--- src/design/dlt_pkg.sv ---
// Shared types and constants of the delta-list timer queue.
package dlt_pkg;

    localparam int SLOT_W          = 4;
    localparam int DELTA_W         = 32;
    localparam int OWNER_W         = 13;
    localparam int DEF_TIMER_SLOTS = 16;
    localparam int MAX_RESULTS     = 16;

    typedef enum logic [1:0] {
        OP_TICK = 2'd0,
        OP_ADD  = 2'd1,
        OP_DEL  = 2'd2,
        OP_RSVD = 2'd3
    } opcode_t;

    typedef enum logic [2:0] {
        ST_ADDED      = 3'd0,
        ST_REMOVED    = 3'd1,
        ST_NOT_QUEUED = 3'd2,
        ST_REJECTED   = 3'd3,
        ST_EXPIRED    = 3'd4,
        ST_NO_EXPIRY  = 3'd5
    } status_t;

    typedef struct packed {
        opcode_t              opcode;
        logic [SLOT_W-1:0]    timer_slot;
        logic [DELTA_W-1:0]   delay_ticks;
        logic [OWNER_W-1:0]   owner_id;
    } in_item_t;

    typedef struct packed {
        status_t              status;
        logic [SLOT_W-1:0]    expired_slot;
        logic [OWNER_W-1:0]   wake_owner;
        logic                 last;
    } out_item_t;

    // One queue position.
    typedef struct packed {
        logic                 valid;
        logic [SLOT_W-1:0]    slot;
        logic [DELTA_W-1:0]   delta;
        logic [OWNER_W-1:0]   owner;
    } entry_t;

    localparam entry_t ENTRY_NONE = '{valid: 1'b0, slot: '0, delta: '0, owner: '0};

    typedef enum logic [2:0] {
        CK_NONE   = 3'd0,
        CK_SEARCH = 3'd1,
        CK_PUSH   = 3'd2,
        CK_FIND   = 3'd3,
        CK_PULL   = 3'd4
    } carry_kind_t;

    // Token that travels from cell to cell, one cell per cycle.
    typedef struct packed {
        carry_kind_t          kind;
        logic [DELTA_W-1:0]   value;
        logic [SLOT_W-1:0]    slot;
        logic [OWNER_W-1:0]   owner;
    } carry_t;

    typedef struct packed {
        logic shl;
        logic dec;
    } cell_cmd_t;

    typedef enum logic [2:0] {
        S_IDLE      = 3'd0,
        S_WALK      = 3'd1,
        S_TICK_DEC  = 3'd2,
        S_TICK_SCAN = 3'd3,
        S_RESP      = 3'd4
    } state_t;

endpackage

--- src/design/dlt_ctrl.sv ---
// Request decode, tick sequencing and result register of the timer queue.
module dlt_ctrl
    import dlt_pkg::*;
#(
    parameter int TIMER_SLOTS = DEF_TIMER_SLOTS
) (
    input  logic      aclk,
    input  logic      aresetn,
    input  logic      s_valid,
    output logic      s_ready,
    input  in_item_t  s_item,
    output logic      m_valid,
    input  logic      m_ready,
    output out_item_t m_item,
    input  entry_t    head,
    input  entry_t    second,
    input  logic      full,
    output carry_t    inj,
    output cell_cmd_t cmd
);

    localparam int FLAG_N = (TIMER_SLOTS < (1 << SLOT_W)) ? TIMER_SLOTS : (1 << SLOT_W);
    localparam int FIDX_W = (FLAG_N > 1) ? $clog2(FLAG_N) : 1;
    localparam int CNT_W  = $clog2(TIMER_SLOTS);
    localparam logic [CNT_W-1:0] CNT_LAST = CNT_W'(TIMER_SLOTS - 1);
    localparam int NCNT_W = $clog2(MAX_RESULTS);
    localparam logic [NCNT_W-1:0] N_LAST = NCNT_W'(MAX_RESULTS - 1);

    state_t              state_reg, state_next;
    logic [CNT_W-1:0]    cnt_reg, cnt_next;
    logic [NCNT_W-1:0]   n_reg, n_next;
    logic [FLAG_N-1:0]   flags_reg, flags_next;
    carry_t              inj_reg, inj_next;
    status_t             resp_reg, resp_next;
    out_item_t           out_reg, out_data;
    logic                out_valid_reg;
    logic                out_load;

    logic                accept;
    logic                in_range;
    logic [FIDX_W-1:0]   in_idx;
    logic [FIDX_W-1:0]   head_idx;
    logic                flag_hit;
    logic                add_ok;
    logic                expire;
    logic                last_exp;
    logic                out_free;

    assign s_ready  = (state_reg == S_IDLE);
    assign accept   = s_valid && s_ready;
    assign in_range = (32'(s_item.timer_slot) < 32'(TIMER_SLOTS));
    assign in_idx   = s_item.timer_slot[FIDX_W-1:0];
    assign head_idx = head.slot[FIDX_W-1:0];
    assign flag_hit = in_range && flags_reg[in_idx];
    assign add_ok   = (s_item.delay_ticks != '0) && in_range && !flag_hit && !full;
    assign expire   = head.valid && (head.delta == '0);
    // Last expiry of a tick: no due entry behind the head, or MAX_RESULTS.
    assign last_exp = (n_reg == N_LAST) || !second.valid || (second.delta != '0);
    assign out_free = !out_valid_reg || m_ready;

    always_comb begin
        state_next = state_reg;
        case (state_reg)
            S_IDLE: begin
                if (accept) begin
                    case (s_item.opcode)
                        OP_TICK: state_next = head.valid ? S_TICK_DEC : S_RESP;
                        OP_ADD:  state_next = add_ok ? S_WALK : S_RESP;
                        OP_DEL:  state_next = flag_hit ? S_WALK : S_RESP;
                        default: state_next = S_RESP;
                    endcase
                end
            end
            S_WALK: begin
                if (cnt_reg == CNT_LAST) begin
                    state_next = S_RESP;
                end
            end
            S_TICK_DEC: begin
                state_next = S_TICK_SCAN;
            end
            S_TICK_SCAN: begin
                if (!expire) begin
                    state_next = S_RESP;
                end else if (out_free && last_exp) begin
                    state_next = S_IDLE;
                end
            end
            S_RESP: begin
                if (out_free) begin
                    state_next = S_IDLE;
                end
            end
            default: begin
                state_next = S_IDLE;
            end
        endcase
    end

    always_comb begin
        cnt_next      = cnt_reg;
        n_next        = n_reg;
        flags_next    = flags_reg;
        inj_next      = inj_reg;
        inj_next.kind = CK_NONE;
        resp_next     = resp_reg;
        cmd           = '0;
        out_load      = 1'b0;
        out_data      = '{status: ST_ADDED, expired_slot: '0, wake_owner: '0, last: 1'b1};
        case (state_reg)
            S_IDLE: begin
                if (accept) begin
                    cnt_next = '0;
                    n_next   = '0;
                    case (s_item.opcode)
                        OP_TICK: begin
                            resp_next = ST_NO_EXPIRY;
                        end
                        OP_ADD: begin
                            if (add_ok) begin
                                resp_next          = ST_ADDED;
                                flags_next[in_idx] = 1'b1;
                                inj_next = '{kind: CK_SEARCH, value: s_item.delay_ticks,
                                             slot: s_item.timer_slot, owner: s_item.owner_id};
                            end else begin
                                resp_next = ST_REJECTED;
                            end
                        end
                        OP_DEL: begin
                            if (flag_hit) begin
                                resp_next          = ST_REMOVED;
                                flags_next[in_idx] = 1'b0;
                                inj_next.kind      = CK_FIND;
                                inj_next.slot      = s_item.timer_slot;
                            end else begin
                                resp_next = ST_NOT_QUEUED;
                            end
                        end
                        default: begin
                            resp_next = ST_REJECTED;
                        end
                    endcase
                end
            end
            S_WALK: begin
                cnt_next = cnt_reg + CNT_W'(1);
            end
            S_TICK_DEC: begin
                cmd.dec = 1'b1;
            end
            S_TICK_SCAN: begin
                if (expire && out_free) begin
                    out_load             = 1'b1;
                    out_data             = '{status: ST_EXPIRED, expired_slot: head.slot,
                                             wake_owner: head.owner, last: last_exp};
                    cmd.shl              = 1'b1;
                    flags_next[head_idx] = 1'b0;
                    n_next               = n_reg + NCNT_W'(1);
                end
            end
            S_RESP: begin
                if (out_free) begin
                    out_load        = 1'b1;
                    out_data.status = resp_reg;
                end
            end
            default: begin
                out_load = 1'b0;
            end
        endcase
    end

    always_ff @(posedge aclk) begin
        if (!aresetn) begin
            state_reg     <= S_IDLE;
            flags_reg     <= '0;
            inj_reg.kind  <= CK_NONE;
            out_valid_reg <= 1'b0;
        end else begin
            state_reg <= state_next;
            flags_reg <= flags_next;
            inj_reg   <= inj_next;
            if (out_load) begin
                out_valid_reg <= 1'b1;
            end else if (m_ready) begin
                out_valid_reg <= 1'b0;
            end
        end
    end

    always_ff @(posedge aclk) begin
        cnt_reg  <= cnt_next;
        n_reg    <= n_next;
        resp_reg <= resp_next;
        if (out_load) begin
            out_reg <= out_data;
        end
    end

    assign inj     = inj_reg;
    assign m_valid = out_valid_reg;
    assign m_item  = out_reg;

    a_no_overwrite: assert property (@(posedge aclk) disable iff (!aresetn)
        out_load |-> (!out_valid_reg || m_ready))
        else $error("result register overwritten while still waiting");

    a_shift_on_expiry: assert property (@(posedge aclk) disable iff (!aresetn)
        cmd.shl |-> (head.valid && head.delta == '0 && state_reg == S_TICK_SCAN))
        else $error("queue shifted without an expired head");

    a_empty_tick_first: assert property (@(posedge aclk) disable iff (!aresetn)
        (state_reg == S_TICK_SCAN && !expire) |-> (n_reg == '0))
        else $error("tick ended without marking its last expiry");

endmodule

--- config.mk ---
export PLATFORM = sky130hd
export DESIGN_NAME = dlt_ctrl
export DESIGN_NICKNAME = d
export VERILOG_FILES = /design/src/design/dlt_pkg.sv /design/src/design/dlt_ctrl.sv
export SDC_FILE = /design/constraint.sdc
export NUM_CORES = 1
export LEC_CHECK = 0
export ABC_AREA = 1
export BUFFER_PORTS_ARGS = -buffer_cell sky130_fd_sc_hd__buf_2
export CAP_MARGIN = 25
export CORE_MARGIN = 1.5
export CORE_UTILIZATION = 47
export DETAILED_ROUTE_END_ITERATION = 7
export PLACE_DENSITY = 0.86
export SYNTH_ARGS = -nofsm -noshare
export SYNTH_HDL_FRONTEND = slang
export SYNTH_SLANG_ARGS = --single-unit
--- constraint.sdc ---
create_clock -name aclk -period 4.7 [get_ports aclk]
set_input_delay 0.235 -clock aclk [delete_from_list [all_inputs] [get_ports aclk]]
set_output_delay 0.235 -clock aclk [all_outputs]
set_load 0.02 [all_outputs]
==> results.toml, run 1 <==
[sta]
finalSetupViolCount = 0
finalCritPeriodShare_pct = 59.3
rsz0062_at_grt = "no"
finalHoldViolCount = 0
slew_viol_final = 0
fmax_mhz = 359
slew_headroom_pct = 44.6
worst_slew_pin_slew_ps = 828
finClkSkew_ps = 10.3
period_needed_ps = 2790
setup_tns_ps = 0

[detailed_routing]
drt_iter0_drc = 235
first_pass_iters = 5
vias_per_cell = 4.92
postRouteAntennaNets = 0
drc = 0
num_vias = 4463
wl_per_cell_um = 13.6
routed_wl_um = 12300

[yosys]
yosysSeqAreaShare_pct = 58.1
synth_area_per_cell_um2 = 8.96
synth_cell_type_count = 34
netlist_instances = 552
ys.warnings.count = 0
synth-edff-count = 81
synthArstFlopShare_pct = 0
ys_seq_elements = 103
synth_most_common_cell = "nor2_1"
synth_area_leader_cell = "edfxtp_1"
synth_common_cells = "nor2_1, nand2_1, edfxtp_1"
synth.net_count = 715
synthesis.area_mm2 = 0.00495
synth-main-ff-cell = "edfxtp_1"
netlist_top_cells_area = "edfxtp_1, nor2_1, nand2_1"
synth_top_area_share_pct = 49.2

[die]
dieArea_mm2 = 0.0111
initial_utilization_pct = 48.1
die_x_um = 106
pin_count = 233
core_mm2 = 0.0103
die_h_um = 106
rows = 37

[grt]
antenna_found_initial = 1
grtUsageTotal_pct = 22.4
grt-ovfl-total = 0
grt_max_degree = 39
grt_pass1_vias = 4188
grt_pass1_wl_um = 19800

[cts]
cts_root_buf = "clkbuf_8"
clock_path_buffers = 2
cts_sinks = 103
hold_buffers = 0
cts-resized-gates = 0
cts_buffers = 9
cts.clk_slew.worst_paths_ps = 110
post_cts_buffers = 0
cts_tree = "done"
clock_latency_ps = 360
h-tree-depth = 3

[layout]
final_cells = 908
nFillCells = 869
fin_util_pct = 62.1
final_nets = 929
area_growth_pct = 29.0
drive_gt1_share_pct = 33.1

[power_and_ir_drop]
peakVddDrop_v = 0.000166
leakagePower_nw = 2.87
powerDensity_mw_per_mm2 = 364

[critical_path]
crit_path_max_fanout = 22
worstSetupPathType = "reg -> out"
crit_start = "state_reg[0]"
cp.required_ps = 4470
crit_arrival_ps = 2550
end_kind = "output port"
r2r_start = "state_reg[0]"
cp-start-kind = "flip-flop"

[place]
dp_cells = 890
gp_congestion = 0.881
place.port_buffers = 214
hpwlAfterDp_um = 9360

[min_path]
hold_path.startpoint = "s_item[3]"
hold_class = "in -> reg"

[flow_run]
drv_cap = 0

[outcome]
status = "completed"
==> power breakdown <==
group / leakage (nW) / internal (W) / switching, W
logic: 1.84 / 0.000193 / 0.000385
registers: 0.923 / 0.00112 / 0.0000446
clock network: 0.109 / 0.000258 / 0.000323
total: 2.87 / 0.00157 / 0.000753
==> cells by family (layout without fill, tap and decap cells) <==
family                   Yosys count  count (layout)  synth area share (%)
adder cells (fa/ha/maj)            7               7                  1.77
XOR/XNOR                           1               1                 0.177
buffers and inverters             68             287                  5.87
AO/OA/AOI/OAI                     64              64                  7.77
AND/OR/NAND/NOR                  308             308                  26.3
other                              1               2                0.0758
flip-flops                       103             103                  58.1
==> worst max-delay path: stages, from the launching register on <==
cell and delay (ps):
dfxtp_1 390, inv_2 50, nor2_1 140, nand2_1 450
nor2_1 280, nand2_1 510, inv_2 180, buf_2 190
==> worst paths after layout <==
kind | end | slack, ps | cells past startpoint
hold / removal | inj[3] | 40 | 1
setup / recovery | cmd[1] | 1910 | 7
hold reg to reg | state_reg[0] | 520 | 2
setup reg to reg | m_item[18] | 1970 | 7
==> per-layer routing <==
layer	vias up	part of all wire, %	GRT usage, %
li1	2254	-	-
met1	2005	39	27.1
met2	188	51	39.5
met3	16	8.0	4.70
met4	0	1.4	7.72
met5	-	0	0
==> through the flow <==
step	total power, W	hold WS (ps)	area, µm²	worst slack [ps]
global placement	0.00172	411	6110	1850
global route	0.00245	16.4	6380	1620
finish	0.00232	42.4	6380	1910
CTS	0.00234	21.8	6370	1880
floorplan	0.00154	334	4950	913
detailed placement	0.00176	414	6160	1900
==> area by class of cell <==
class	count	area, µm²	share of cell area [%]
sequential	103	2870	45.0
inverter	54	203	3.18
timing repair buffer	217	1130	17.6
antenna	1	2.50	0.0392
tap	136	170	2.67
clock buffer	9	124	1.94
multi-input combinational	381	1790	28.1
clock inverter	7	88.8	1.39
==> cell usage in the layout (no fill, tap or decap), types with 7 or more instances in the layout <==
cell type	instances
nand3_1	24
nand2_1	123
ha_1	7
a32oi_1	16
dfxtp_1	22
o21ai_0	21
buf_2	214
a21oi_1	23
edfxtp_1	81
nor2_1	133
clkbuf_8	9
inv_1	48
No activity file was read; power rests on OpenSTA's default activity.
==> run 2: changes to the inputs <==
ABC_AREA = 0   (was 1)
CORE_UTILIZATION = 42   (was 47)
PLACE_DENSITY = 0.81   (was 0.86)
clock period = 2.5 ns   (was 4.7 ns; I/O delays follow)
==> results.toml, run 2 <==
[grt]
grt_pass1_wl_um = 24100
grt-ovfl-total = 0
grt_max_degree = 31
antenna_found_initial = 2
grt_pass1_vias = 4647
grtUsageTotal_pct = 24.7

[layout]
area_growth_pct = 44.7
regArea_mm2 = 0.00287
final_nets = 847
mostFrequentLayoutCells = "buf_2, edfxtp_1, dlygate4sd3_1"
final_common_cell = "buf_2"
nFillCells = 884
multi_input_area_mm2 = 0.00188
drive_gt1_share_pct = 41.4

[die]
dieArea_mm2 = 0.0124
core_mm2 = 0.0114
initial_utilization_pct = 43.0
die_h_um = 111
rows = 39
die_x_um = 111
pin_count = 233

[sta]
finClkSkew_ps = 12.0
finalHoldViolCount = 0
slew_viol_final = 0
fmax_mhz = 419
finalCritPeriodShare_pct = 95.4
slew_headroom_pct = 60.6
rsz0062_at_grt = "no"
setup_slack_ps = 115
finalSetupViolCount = 0
whs_ps = 88.2
period_needed_ps = 2390
worst_slew_pin_slew_ps = 586

[cts]
cts_sinks = 103
cts_tree = "done"
cts_buffers = 9
cts_root_buf = "clkbuf_16"
clock_latency_ps = 340
cts.clk_slew.worst_paths_ps = 80
h-tree-depth = 3
clock_path_buffers = 2

[place]
dp_worst_setup_slack_ps = -206
hpwlAfterDp_um = 10900
gp_congestion = 0.889
place.port_buffers = 214

[detailed_routing]
first_pass_iters = 5
routed_wl_um = 15300
drt_iter0_drc = 365
num_vias = 4698
drc = 0
wl_per_cell_um = 18.3
postRouteAntennaNets = 0
vias_per_cell = 5.63

[critical_path]
cp.required_ps = 2570
end_kind = "flip-flop"
crit_path_max_fanout = 4
worstSetupPathType = "reg -> reg"
cp-start-kind = "flip-flop"
crit_arrival_ps = 2450

[yosys]
synth_cell_type_count = 58
synth-edff-count = 81
netlist_top_cells_area = "edfxtp_1, dfxtp_1, nor4_1"
ys.warnings.count = 0
synth_common_cells = "edfxtp_1, nor2_1, nor4_1"
synthesis.area_mm2 = 0.00491
yosysSeqAreaShare_pct = 58.5
synthArstFlopShare_pct = 0
synth_area_per_cell_um2 = 12.2
synth-main-ff-cell = "edfxtp_1"
synth_area_leader_cell = "edfxtp_1"
netlist_instances = 404
ys_seq_elements = 103
synth_most_common_cell = "edfxtp_1"
synth.net_count = 567
synth_top_area_share_pct = 49.5

[min_path]
hold_class = "in -> reg"

[outcome]
status = "completed"

[flow_run]
drv_cap = 0

[power_and_ir_drop]
powerDensity_mw_per_mm2 = 568
leakagePower_nw = 2.90
peakVddDrop_v = 0.000380
total_power_w = 0.00404
-- run 2: changes by cell type after synthesis, sizes merged, moves of 21 or more --
cell / before / now
nand2: 131 / 20
nor2: 137 / 27
and3: 0 / 21
nor4: 5 / 27
inv: 54 / 23
-- run 2: path summary, 6_finish.rpt --
check             slack [ps]  startpoint    endpoint  cells after the start
setup / recovery         110   flip-flop     inj[14]                      8
hold / removal            90    head[10]  m_item[11]                      2
setup reg to reg         110   flip-flop     inj[14]                      8
hold reg to reg          500   flip-flop   flip-flop                      2
-- run 2: cell type report --
cell class	count	share of cell area (%)
clock inverters	7	0.774
repair buffers	290	25.4
flip-flops and latches	103	40.4
multi-input cells	256	26.4
clock buffers	9	3.17
inverters	24	1.27
diodes	2	0.0704
well taps	143	2.52
-- run 2: through the flow --
step | utilization (%) | instance area, µm² | cells | TNS (ps)
after floorplan | - | 4930 | 404 | -213
after global placement | 55.5 | 6330 | 770 | -2110
after detailed placement | 55.5 | 6330 | 770 | -2360
after CTS | 62.0 | 7080 | 831 | 0
after global routing | 62.2 | 7110 | 833 | 0
final | 62.3 | 7110 | 834 | 0
-- run 2: per-layer routing --
layer / vias up / share of wire (%) / GRT usage (%) / routed length [µm]
met5: - / 0 / 0 / 0
met4: 0 / 1.7 / 7.68 / 265
met3: 25 / 9.1 / 5.69 / 1390
met2: 295 / 51 / 43.4 / 7820
met1: 2212 / 38 / 30.3 / 5810
li1: 2166 / - / - / -
-- run 2: critical path: stages, from the launching register on --
cell and delay (ps):
dfxtp_1 340, mux4_1 520, a22oi_1 280, and2_4 210, buf_4 120, a41oi_4 140, buf_4 170, nor2_1 160
buf_4 170
-- run 2: cell families (layout without fill, tap and decap cells) --
group                    Yosys count  in the layout  synth area share, %
AND/OR/NAND/NOR                  161            161                 18.1
flip-flops                       103            103                 58.5
adder cells (fa/ha/maj)            7              7                 1.78
buffers and inverters             45            330                 4.23
AO/OA/AOI/OAI                     79             79                 14.7
other                              1              3               0.0763
multiplexers                       4              4                 1.91
XOR/XNOR                           4              4                0.713
-- run 2: repair_timing --
action | CTS | global route
setup endpoints to repair | 16 | 20
resized for setup | 1 | 2
buffers inserted | 0 | 1
endpoints found under the hold margin | 45 | 0
hold buffers | 45 | 0
gates cloned | 0 | 0
-- run 2: power by group --
group,leakage [nW],total [W],internal [W],switching [W]
sequential,0.933,0.00200,0.00196,0.0000461
combinational,1.83,0.000709,0.000311,0.000399
clock,0.135,0.00133,0.000688,0.000638
total,2.90,0.00404,0.00296,0.00108
