[src/design/dlt_pkg.sv]
// Shared types and constants of the delta-list timer queue.
package dlt_pkg;

    localparam int SLOT_W          = 4;
    localparam int DELTA_W         = 32;
    localparam int OWNER_W         = 13;
    localparam int DEF_TIMER_SLOTS = 16;
    localparam int MAX_RESULTS     = 16;

    typedef enum logic [1:0] {
        OP_TICK = 2'd0,
        OP_ADD  = 2'd1,
        OP_DEL  = 2'd2,
        OP_RSVD = 2'd3
    } opcode_t;

    typedef enum logic [2:0] {
        ST_ADDED      = 3'd0,
        ST_REMOVED    = 3'd1,
        ST_NOT_QUEUED = 3'd2,
        ST_REJECTED   = 3'd3,
        ST_EXPIRED    = 3'd4,
        ST_NO_EXPIRY  = 3'd5
    } status_t;

    typedef struct packed {
        opcode_t              opcode;
        logic [SLOT_W-1:0]    timer_slot;
        logic [DELTA_W-1:0]   delay_ticks;
        logic [OWNER_W-1:0]   owner_id;
    } in_item_t;

    typedef struct packed {
        status_t              status;
        logic [SLOT_W-1:0]    expired_slot;
        logic [OWNER_W-1:0]   wake_owner;
        logic                 last;
    } out_item_t;

    // One queue position.
    typedef struct packed {
        logic                 valid;
        logic [SLOT_W-1:0]    slot;
        logic [DELTA_W-1:0]   delta;
        logic [OWNER_W-1:0]   owner;
    } entry_t;

    localparam entry_t ENTRY_NONE = '{valid: 1'b0, slot: '0, delta: '0, owner: '0};

    typedef enum logic [2:0] {
        CK_NONE   = 3'd0,
        CK_SEARCH = 3'd1,
        CK_PUSH   = 3'd2,
        CK_FIND   = 3'd3,
        CK_PULL   = 3'd4
    } carry_kind_t;

    // Token that travels from cell to cell, one cell per cycle.
    typedef struct packed {
        carry_kind_t          kind;
        logic [DELTA_W-1:0]   value;
        logic [SLOT_W-1:0]    slot;
        logic [OWNER_W-1:0]   owner;
    } carry_t;

    typedef struct packed {
        logic shl;
        logic dec;
    } cell_cmd_t;

    typedef enum logic [2:0] {
        S_IDLE      = 3'd0,
        S_WALK      = 3'd1,
        S_TICK_DEC  = 3'd2,
        S_TICK_SCAN = 3'd3,
        S_RESP      = 3'd4
    } state_t;

endpackage

[src/design/dlt_cell.sv]
// One queue position of the timer chain with its token register.
module dlt_cell
    import dlt_pkg::*;
(
    input  logic      aclk,
    input  logic      aresetn,
    input  cell_cmd_t cmd,
    input  carry_t    carry_in,
    input  entry_t    right_entry,
    output entry_t    entry,
    output carry_t    carry_out
);

    entry_t entry_reg, entry_next;
    carry_t carry_reg, carry_next;

    always_comb begin
        entry_next      = entry_reg;
        carry_next      = carry_in;
        carry_next.kind = CK_NONE;
        if (cmd.shl) begin
            entry_next = right_entry;
        end else if (cmd.dec) begin
            if (entry_reg.delta != '0) begin
                entry_next.delta = entry_reg.delta - DELTA_W'(1);
            end
        end else begin
            case (carry_in.kind)
                CK_SEARCH: begin
                    if (!entry_reg.valid) begin
                        entry_next = '{valid: 1'b1, slot: carry_in.slot,
                                       delta: carry_in.value, owner: carry_in.owner};
                    end else if (carry_in.value < entry_reg.delta) begin
                        // New timer goes here; the old occupant ripples one place back.
                        entry_next = '{valid: 1'b1, slot: carry_in.slot,
                                       delta: carry_in.value, owner: carry_in.owner};
                        carry_next = '{kind: CK_PUSH, value: entry_reg.delta - carry_in.value,
                                       slot: entry_reg.slot, owner: entry_reg.owner};
                    end else begin
                        carry_next.kind  = CK_SEARCH;
                        carry_next.value = carry_in.value - entry_reg.delta;
                    end
                end
                CK_PUSH: begin
                    entry_next = '{valid: 1'b1, slot: carry_in.slot,
                                   delta: carry_in.value, owner: carry_in.owner};
                    if (entry_reg.valid) begin
                        carry_next = '{kind: CK_PUSH, value: entry_reg.delta,
                                       slot: entry_reg.slot, owner: entry_reg.owner};
                    end
                end
                CK_FIND: begin
                    if (entry_reg.valid && entry_reg.slot == carry_in.slot) begin
                        // The follower inherits the removed delta.
                        entry_next = right_entry;
                        if (right_entry.valid) begin
                            entry_next.delta = right_entry.delta + entry_reg.delta;
                        end
                        carry_next.kind = CK_PULL;
                    end else begin
                        carry_next.kind = CK_FIND;
                    end
                end
                CK_PULL: begin
                    entry_next = right_entry;
                    if (entry_reg.valid) begin
                        carry_next.kind = CK_PULL;
                    end
                end
                default: begin
                    entry_next = entry_reg;
                end
            endcase
        end
    end

    always_ff @(posedge aclk) begin
        if (!aresetn) begin
            entry_reg.valid <= 1'b0;
            carry_reg.kind  <= CK_NONE;
        end else begin
            entry_reg <= entry_next;
            carry_reg <= carry_next;
        end
    end

    assign entry     = entry_reg;
    assign carry_out = carry_reg;

endmodule

[config.mk]
export PLATFORM = sky130hd
export DESIGN_NAME = dlt_cell
export DESIGN_NICKNAME = d
export VERILOG_FILES = /design/src/design/dlt_pkg.sv /design/src/design/dlt_cell.sv
export SDC_FILE = /design/constraint.sdc
export NUM_CORES = 1
export LEC_CHECK = 0
export BUFFER_PORTS_ARGS = -buffer_cell sky130_fd_sc_hd__buf_4
export CAP_MARGIN = 20
export CORE_MARGIN = 3
export CORE_UTILIZATION = 46
export CTS_BUF_LIST = sky130_fd_sc_hd__clkbuf_4 sky130_fd_sc_hd__clkbuf_8 sky130_fd_sc_hd__clkbuf_16
export DETAILED_ROUTE_END_ITERATION = 12
export PLACE_DENSITY = 0.71
export SYNTH_ARGS = -nofsm -noshare
export SYNTH_HDL_FRONTEND = slang
export SYNTH_SLANG_ARGS = --single-unit
[constraint.sdc]
create_clock -name aclk -period 5.44 [get_ports aclk]
set_input_delay 1.088 -clock aclk [delete_from_list [all_inputs] [get_ports aclk]]
set_output_delay 1.088 -clock aclk [all_outputs]
set_load 0.005 [all_outputs]
==> results by group, run 1 <==
Drt
  • Drc violations: 0
  • DR iter-0 viols: approximately 1300
  • Detail Route Antenna Nets: 0
  • Vias per cell: just over 6
  • DRT Pass-1 Iters: 6
  • Post-DR wirelength/cell: ~22 um
  • Vias: about 11000
  • Final wirelength: 39660 um

Worst setup path
  • Critical path arrival: roughly 4.3 ns
  • Crit start category: input port
  • Largest fanout on the critical path: 32
  • Crit path kind: in2reg
  • Crit end category: flop
  • Worst EP required: between 5 and 6 ns

Layout
  • Area grow syn2layout: 19.82%
  • Fillers: 2264
  • Layout cell share with drive strength beyond 1: around a fifth
  • Layout Nets: roughly 1700
  • Largest register FFs: 52
  • Fin util: 56.80%
  • Non-filler cells, final: between 1500 and 2000
  • Multi-input logic area: roughly 7300 sq um
  • Storage cell area: slightly above 3000 sq um
  • Number of inserted diodes: 0

Timing
  • Worst slew margin: 33.11%
  • Final Cycle Share: about 79%
  • Achievable frequency: roughly 230 MHz
  • Setup TNS: 0 ns
  • Final min period: between 4 and 5 ns
  • Unrepaired setup endpoints after global routing: false
  • Setup-failing EPs final: 0
  • Final count of pins violating max slew: 0
  • Post-route setup slack: 1.166 ns
  • Worst-Margin Slew: about 1.0 ns
  • Number of hold violations in the final report: 0
  • Clock skew: 0.01785 ns

Run status
  • Status: finished clean

GRT
  • Tot GR Track Use: 29.98%
  • Global route overflow: 0
  • Initial antenna violation count: 0
  • Largest net degree at the start of global routing: 58
  • Global-route wire length before repair: 60750 um
  • Vias in the first global route: approximately 11000

Synthesis
  • Mapped Avg Cell Area: approximately 8.4 sq um
  • Synth Instances: ~1300
  • Ys flop type: edfxtp_1
  • #FFs+latches synth: just over 100
  • Sequential area share after synthesis: ~28%
  • Ys Warns: 0
  • Number of synthesized flops with an enable pin: 98
  • Synthesized Nets: 1500
  • Netlist cell types: 82
  • Post-Syn Area: approximately 11000 sq um
  • Async set-reset flop share out of synthesis: 0%

Worst hold path
  • Worst min path class: reg2reg

Power
  • Leak: around 0.0056 uW
  • Maximum VDD drop: 0.0001355 V
  • Pwr Density: approximately 220 nW/um^2

Clock network
  • Clock net sink count: 102
  • CTS tree: yes
  • # Post-CTS Setup Buffers: 0
  • Worst skew pair latency: between 0.3 and 0.4 ns
  • CTS HTree Levels: 3
  • CTS Root Cell: clkbuf_16
  • Hold Buf Count CTS: 0
  • Clock Tree Buf Depth: 2
  • Worst-path clk slew: around 0.080 ns
  • # resized after CTS: 0
  • CTS Buf Count: 9

Floorplan
  • Die X-Extent: 159.9 um
  • # IOs: about 210
  • Initial Utilization: 47.41%
  • Full die area: approximately 26000 sq um
  • Core Region: 22980 sq um
  • Die Y: ~160 um
  • # rows: 55

Place
  • Hpwl dp: 31440 um
  • Pre-CTS WS: roughly 0.82 ns
  • GP Congestion: just under 1
  • Buffers on Ports: between 200 and 250
  • Placed insts: about 1800

Flow run
  • Max Cap Violations: 0
[per-stage QoR]
stage               area [sq um]  hold WS (ns)  total power (uW)
floorplan                  10900        0.5620              1805
global placement           12740        0.5460              2227
detailed placement         12740        0.5546              2230
CTS                        13060        0.5757              2916
global route               13060        0.5893              3093
finish                     13060        0.5702              2934
[final cells by class]
cell class,count,area share [%]
inverter,94,2.702
sequential,102,23.15
multi-input combinational,1030,55.54
timing repair buffer,228,13.21
clock buffer,9,1.725
tap,313,3.000
clock inverter,7,0.6708
[synthesized netlist by cell type, types with 26 or more instances]
library cell  count  area share [%]
a21oi_1         130             6.0
nand2_1         111             3.8
edfxtp_1         98              27
ha_1             97              11
inv_1            93             3.2
o21ai_0          78             3.6
nor2_1           60             2.1
xnor2_1          57             4.6
a21o_1           49             3.4
clkbuf_1         46             1.6
o21ai_1          37             1.7
a22oi_1          32             2.2
a221oi_1         30             2.4
xor2_1           30             2.4
nand3_1          26             1.2
nor3_1           26             1.2
[layout by cell type (no fill, tap or decap), types with 5 or more instances in the layout]
cell / count
nand3_1: 26
o21bai_1: 12
o21ai_1: 38
a22o_1: 7
xnor2_1: 57
edfxtp_1: 98
a31oi_1: 17
or3_1: 8
nand2_1: 111
ha_1: 97
mux2i_1: 10
o31ai_1: 11
o211ai_1: 9
nor2_1: 59
o21ai_0: 76
a22oi_1: 32
mux2_2: 18
nor2b_1: 7
buf_4: 227
a21o_1: 49
inv_1: 93
and2_1: 7
o22ai_1: 12
clkbuf_16: 9
a211oi_1: 11
xor2_1: 30
o21a_1: 14
a21oi_1: 130
nor3_1: 26
mux2_1: 18
a211o_1: 5
nand4_1: 18
or2_2: 5
a221oi_1: 30
[where the power goes]
group / internal (uW) / switching, uW
registers: 929 / 69.3
logic: 526 / 721
clock network: 331 / 358
total: 1790 / 1150
[cell families after synthesis]
family	Yosys count	share of synthesized area, %
AOI/OAI and AO/OA	497	29.81
xor gates and xnor gates	87	6.993
adders and majority gates	100	11.69
buffers and inverters	162	5.971
DFF	102	27.74
muxes	46	4.639
and+or+nand+nor	300	13.16
[layer usage]
metal,up-vias,GRT usage (%),part of all wire (%)
met3,79,6.018,10
met2,614,43.88,43
met5,-,0,0
met4,0,9.112,2.7
li1,5182,-,-
met1,5210,44.51,44
[worst max-delay path: stages]
cell      delay (ns)
buf_4           0.13
inv_1           0.10
ha_1            0.15
inv_1           0.04
fa_1            0.40
nand3_1         0.15
a211oi_2        0.12
o311ai_4        0.33
nand2_2         0.15
a211oi_4        0.41
o21ai_4         0.19
nand2_1         0.12
a21oi_1         0.06
or3b_1          0.39
a31oi_4         0.22
buf_12          0.25
[final timing paths]
path | start | endpoint | slack, ns | cells after the start
setup / recovery | carry_in[17] | entry[18]$_DFFE_PP_ | 1.17 | 16
hold / removal | entry[0]$_DFFE_PP_ | carry_out[0]$_DFFE_PP_ | 0.57 | 1
setup reg to reg | entry[14]$_DFFE_PP_ | entry[18]$_DFFE_PP_ | 1.24 | 10
hold reg to reg | entry[0]$_DFFE_PP_ | carry_out[0]$_DFFE_PP_ | 0.57 | 1
(Power assumes the default switching activity.)
==> inputs of run 2 (changes only) <==
--- a/config.mk
+++ b/config.mk
@@ -11,7 +11,7 @@
 export CORE_UTILIZATION = 46
 export CTS_BUF_LIST = sky130_fd_sc_hd__clkbuf_4 sky130_fd_sc_hd__clkbuf_8 sky130_fd_sc_hd__clkbuf_16
 export DETAILED_ROUTE_END_ITERATION = 12
-export PLACE_DENSITY = 0.71
+export PLACE_DENSITY = 0.68
 export SYNTH_ARGS = -nofsm -noshare
 export SYNTH_HDL_FRONTEND = slang
 export SYNTH_SLANG_ARGS = --single-unit
==> constraint.sdc (replaced) <==
create_clock -name aclk -period 4.4 [get_ports aclk]
set_input_delay 0.88 -clock aclk [delete_from_list [all_inputs] [get_ports aclk]]
set_output_delay 0.88 -clock aclk [all_outputs]
set_load 0.005 [all_outputs]
==> results by group, run 2 (same netlist as run 1, synthesis figures left out) <==
Run status
  • Status: finished clean

Clock network
  • # resized after CTS: 0
  • CTS Buf Count: 9
  • Worst-path clk slew: approximately 0.090 ns
  • Hold Buf Count CTS: 0
  • Clock Tree Buf Depth: 2
  • CTS HTree Levels: 3
  • # Post-CTS Setup Buffers: 0
  • Worst skew pair latency: ~0.38 ns
  • Clock net sink count: around 100
  • CTS Root Cell: clkbuf_16
  • CTS tree: yes

Drt
  • Detail Route Antenna Nets: 0
  • DR iter-0 viols: between 1000 and 1500
  • Vias: roughly 11000
  • DRT Pass-1 Iters: 6
  • Final wirelength: between 30000 and 40000 um
  • Vias per cell: roughly 6.2
  • Post-DR wirelength/cell: ~22 um
  • Drc violations: 0

Worst setup path
  • Crit path kind: in2reg
  • CP cell instances: buf_4 -> inv_1 -> ha_1 -> inv_1 -> fa_1 -> nand3_1 -> a211oi_2 -> o311ai_4 -> nand2_2 -> a211oi_4 -> o21ai_4 -> nand2_1 -> a21oi_1 -> or3b_1 -> a31oi_4 -> buf_12
  • Worst EP required: 4.46 ns
  • Largest fanout on the critical path: 32
  • Crit start category: input port
  • WP buf/inv: 4
  • Reg-to-reg setup timing slack: between 0.4 and 0.5 ns
  • Critical path arrival: 4.09 ns
  • Critical-path top delay cell: a211oi_4
  • Highest cell delay on the worst timing path: 0.43 ns
  • CP most frequent cell: inv_1
  • Crit-path leading delay family: compound AO/OA/AOI/OAI gates
  • Crit end category: flop

Place
  • GP Congestion: ~1.0
  • Buffers on Ports: a little over 200
  • Placed insts: between 1500 and 2000
  • Post-Place Cell Area: roughly 13000 sq um
  • Hpwl dp: 31790 um

Timing
  • Setup-failing EPs final: 0
  • Number of hold violations in the final report: 0
  • Clock skew: approximately 0.014 ns
  • Worst-Margin Slew: about 0.8 ns
  • Worst Hold Slack: roughly 0.57 ns
  • Final min period: between 4 and 5 ns
  • Unrepaired setup endpoints after global routing: false
  • Achievable frequency: 248.2 MHz
  • Final count of pins violating max slew: 0
  • Final Cycle Share: between 90% and 100%
  • Setup TNS: 0 ns
  • Worst slew margin: a little under half

Floorplan
  • Die X-Extent: 159.9 um
  • # IOs: around 210
  • Full die area: about 26000 sq um
  • Die Y: roughly 160 um
  • # rows: 55
  • Core Region: approximately 23000 sq um
  • Initial Utilization: 47.41%

GRT
  • Vias in the first global route: between 10000 and 15000
  • Tot GR Track Use: roughly 30%
  • Global-route wire length before repair: slightly above 60000 um
  • Global route overflow: 0
  • Initial antenna violation count: 0
  • Largest net degree at the start of global routing: 58

Power
  • Pwr Density: 278.5 nW/um^2
  • Fraction of power spent switching nets: between 30 and 40%
  • Cell internal pwr: 2243 uW
  • Maximum VDD drop: about 0.00019 V
  • Leak: around 0.0057 uW
  • Combinational power share: a little over two fifths
  • Flop pwr share: about a third
  • Clk pwr share: 23.9%
  • Switching power: 1453 uW

Flow run
  • Max Cap Violations: 0

Layout
  • Layout cell share with drive strength beyond 1: between 20% and 30%
  • Non-filler cells, final: 1809
  • Post-route cell area: 13270 sq um
  • Largest register FFs: 52
  • Most frequent cells in the layout: buf_4, a21oi_1, nand2_1, edfxtp_1, ha_1
  • Number of inserted diodes: 0
  • Layout Nets: between 1500 and 2000
  • Area grow syn2layout: 21.80%
  • Fillers: between 2000 and 2500
  • Most common cell after layout, fill and taps aside: buf_4

Worst hold path
  • Worst min path class: reg2reg
==> run 2: cell count changes in the layout (fill, tap and decap cells not counted), sizes merged <==
cell      delta
buf         +26
inv          +3
clkinvlp     -1
clkinv       -2
==> run 2: layer usage <==
metal / global-route usage [%] / routed length, um / up-vias
met5: 0 / 0 / -
met4: 7.337 / 828 / 0
met3: 4.799 / 4058 / 46
met2: 44.71 / 17140 / 667
met1: 44.83 / 17780 / 5276
li1: - / - / 5242
==> run 2: stage by stage <==
step                      setup WS, ns  utilization, %  power [uW]
after detailed placement       0.05989           56.37        2795
after global placement          0.1350           56.37        2791
after floorplan                 0.1902               -        2233
after global routing            0.2456           57.75        3870
after CTS                       0.4295           57.75        3665
final                           0.3714           57.75        3696
==> run 2: worst paths after layout <==
check | start | endpoint | depth (start not counted)
max reg2reg | entry[14]$_DFFE_PP_ | entry[30]$_DFFE_PP_ | 13
min reg2reg | entry[5]$_DFFE_PP_ | carry_out[5]$_DFFE_PP_ | 1
max | carry_in[17] | entry[30]$_DFFE_PP_ | 16
min | entry[5]$_DFFE_PP_ | carry_out[5]$_DFFE_PP_ | 1
==> run 2: layout make-up <==
cell class	instances	area [sq um]	area share [%]
inverters	94	352.8	2.658
well taps	313	391.6	2.951
flip-flops and latches	102	3023	22.78
clock inverters	7	91.34	0.6882
clock buffers	9	225.2	1.697
repair buffers	254	1944	14.65
multi-input cells	1030	7244	54.58
==> run 2: power groups by stage <==
stage | Sequential [uW] | Combinational (uW) | Clock [uW]
floorplan | 1230 | 1000 | 0
global placement | 1250 | 1540 | 0
detailed placement | 1250 | 1540 | 0
CTS | 1230 | 1550 | 886
global route | 1240 | 1720 | 912
finish | 1230 | 1580 | 882
==> inputs of run 3 (changes only) <==
--- a/config.mk
+++ b/config.mk
@@ -7,7 +7,7 @@
 export LEC_CHECK = 0
 export BUFFER_PORTS_ARGS = -buffer_cell sky130_fd_sc_hd__buf_4
 export CAP_MARGIN = 20
-export CORE_MARGIN = 3
+export CORE_MARGIN = 2
 export CORE_UTILIZATION = 46
 export CTS_BUF_LIST = sky130_fd_sc_hd__clkbuf_4 sky130_fd_sc_hd__clkbuf_8 sky130_fd_sc_hd__clkbuf_16
 export DETAILED_ROUTE_END_ITERATION = 12
==> results by group, run 3 (same netlist as run 1, synthesis figures left out) <==
Timing
  • Final min period: slightly below 4 ns
  • Clock skew: 0.01098 ns
  • Unrepaired setup endpoints after global routing: false
  • Setup-failing EPs final: 0
  • Final count of pins violating max slew: 0
  • Final Cycle Share: 90.02%
  • Worst slew margin: 44.85%
  • Number of hold violations in the final report: 0
  • Achievable frequency: about 250 MHz
  • Post-route setup slack: between 0.4 and 0.5 ns
  • Worst Hold Slack: approximately 0.55 ns
  • Setup TNS: 0 ns
  • Worst-Margin Slew: slightly above 0.8 ns

Layout
  • Storage cell area: ~3000 sq um
  • Number of inserted diodes: 0
  • Layout cell share with drive strength beyond 1: about a fifth
  • Most common cell after layout, fill and taps aside: buf_4
  • Multi-input logic area: about 7200 sq um
  • Layout Nets: around 1700
  • Largest register FFs: 52
  • Most frequent cells in the layout: buf_4, a21oi_1, nand2_1, edfxtp_1, ha_1
  • Fillers: roughly 2200
  • Area grow syn2layout: 21.80%

Clock network
  • # Post-CTS Setup Buffers: 0
  • CTS Root Cell: clkbuf_16
  • # resized after CTS: 0
  • Worst skew pair latency: between 0.3 and 0.4 ns
  • Worst-path clk slew: roughly 0.09 ns
  • Hold Buf Count CTS: 0
  • CTS HTree Levels: 3
  • CTS tree: yes
  • Clock net sink count: ~100
  • Clock Tree Buf Depth: 2
  • CTS Buf Count: 9

Drt
  • Vias: around 11000
  • Vias per cell: slightly above 6
  • Final wirelength: 39090 um
  • Drc violations: 0
  • Detail Route Antenna Nets: 0
  • Post-DR wirelength/cell: around 22 um
  • DRT Pass-1 Iters: 6
  • DR iter-0 viols: ~1300

Power
  • Maximum VDD drop: ~0.00019 V
  • Pwr Density: about 280 nW/um^2
  • Leak: around 0.0057 uW

GRT
  • Largest net degree at the start of global routing: a little under 60
  • Top Usage Layer GRT: met1
  • Global-route met3 utilization: 4.599%
  • Vias in the first global route: 10260
  • Tot GR Track Use: 31.30%
  • Global-route wire length before repair: just under 60000 um
  • Global route overflow: 0
  • GR Util met2: between 40% and 50%
  • Met1 usage: a little under half
  • Initial antenna violation count: 0

Floorplan
  • Die X-Extent: about 160 um
  • # rows: 56
  • # IOs: around 210
  • Initial Utilization: roughly 47%
  • Full die area: ~25000 sq um
  • Die Y: 157.9 um
  • Core Region: approximately 23000 sq um

Worst setup path
  • Crit end category: flop
  • Largest fanout on the critical path: 32
  • Worst EP required: 4.46 ns
  • Crit start category: input port
  • Reg-to-reg setup timing slack: 0.56 ns
  • Crit path kind: in2reg
  • Critical path arrival: 4.02 ns

Place
  • Pre-CTS WS: between 0.1 and 0.15 ns
  • Buffers on Ports: about 210
  • Hpwl dp: between 30000 and 40000 um
  • GP Congestion: slightly above 1

Flow run
  • Max Cap Violations: 0

Run status
  • Status: finished clean

Worst hold path
  • Worst min path class: reg2reg
==> run 3: routing by layer <==
layer | wire (um) | vias up
li1 | - | 5229
met1 | 17730 | 5195
met2 | 16710 | 606
met3 | 3898 | 52
met4 | 748 | 0
met5 | 0 | -
==> run 3: final timing paths <==
kind,end,depth (start not counted),startpoint
min,carry_out[12]$_DFFE_PP_,1,entry[12]$_DFFE_PP_
max reg2reg,entry[18]$_DFFE_PP_,13,entry[14]$_DFFE_PP_
max,entry[18]$_DFFE_PP_,16,carry_in[17]
min reg2reg,carry_out[12]$_DFFE_PP_,1,entry[12]$_DFFE_PP_
==> run 3: power by group <==
part / switching, uW / total [uW] / internal, uW
Combinational: 902 / 1580 / 676
Sequential: 76.4 / 1220 / 1150
Clock: 457 / 875 / 418
Total: 1440 / 3680 / 2240
==> run 3: critical path, cell delays in order <==
cell and delay (ns):
buf_4 0.12, inv_1 0.09, ha_1 0.16, inv_1 0.05, fa_1 0.42, nand3_1 0.15, a211oi_2 0.12, o311ai_4 0.31
nand2_2 0.13, a211oi_4 0.43, o21ai_4 0.14, nand2_1 0.09, a21oi_1 0.06, or3b_1 0.39, a31oi_4 0.22, buf_12 0.24
==> run 3: final cells by class <==
| type | count | area share (%) |
|---|---|---|
| flip-flops and latches | 102 | 22.78 |
| inverters | 94 | 2.658 |
| multi-input cells | 1030 | 54.58 |
| repair buffers | 254 | 14.56 |
| clock inverters | 7 | 0.7259 |
| well taps | 319 | 3.007 |
| clock buffers | 9 | 1.697 |
==> run 3: through the flow <==
stage / util (%) / cell area (sq um) / instances / power [uW]
finish: 56.89 / 13270 / 1815 / 3677
global route: 56.89 / 13270 / 1815 / 3871
CTS: 56.89 / 13270 / 1815 / 3659
detailed placement: 55.51 / 12950 / 1799 / 2787
global placement: 55.51 / 12950 / 1799 / 2773
floorplan: - / 10910 / 1294 / 2233
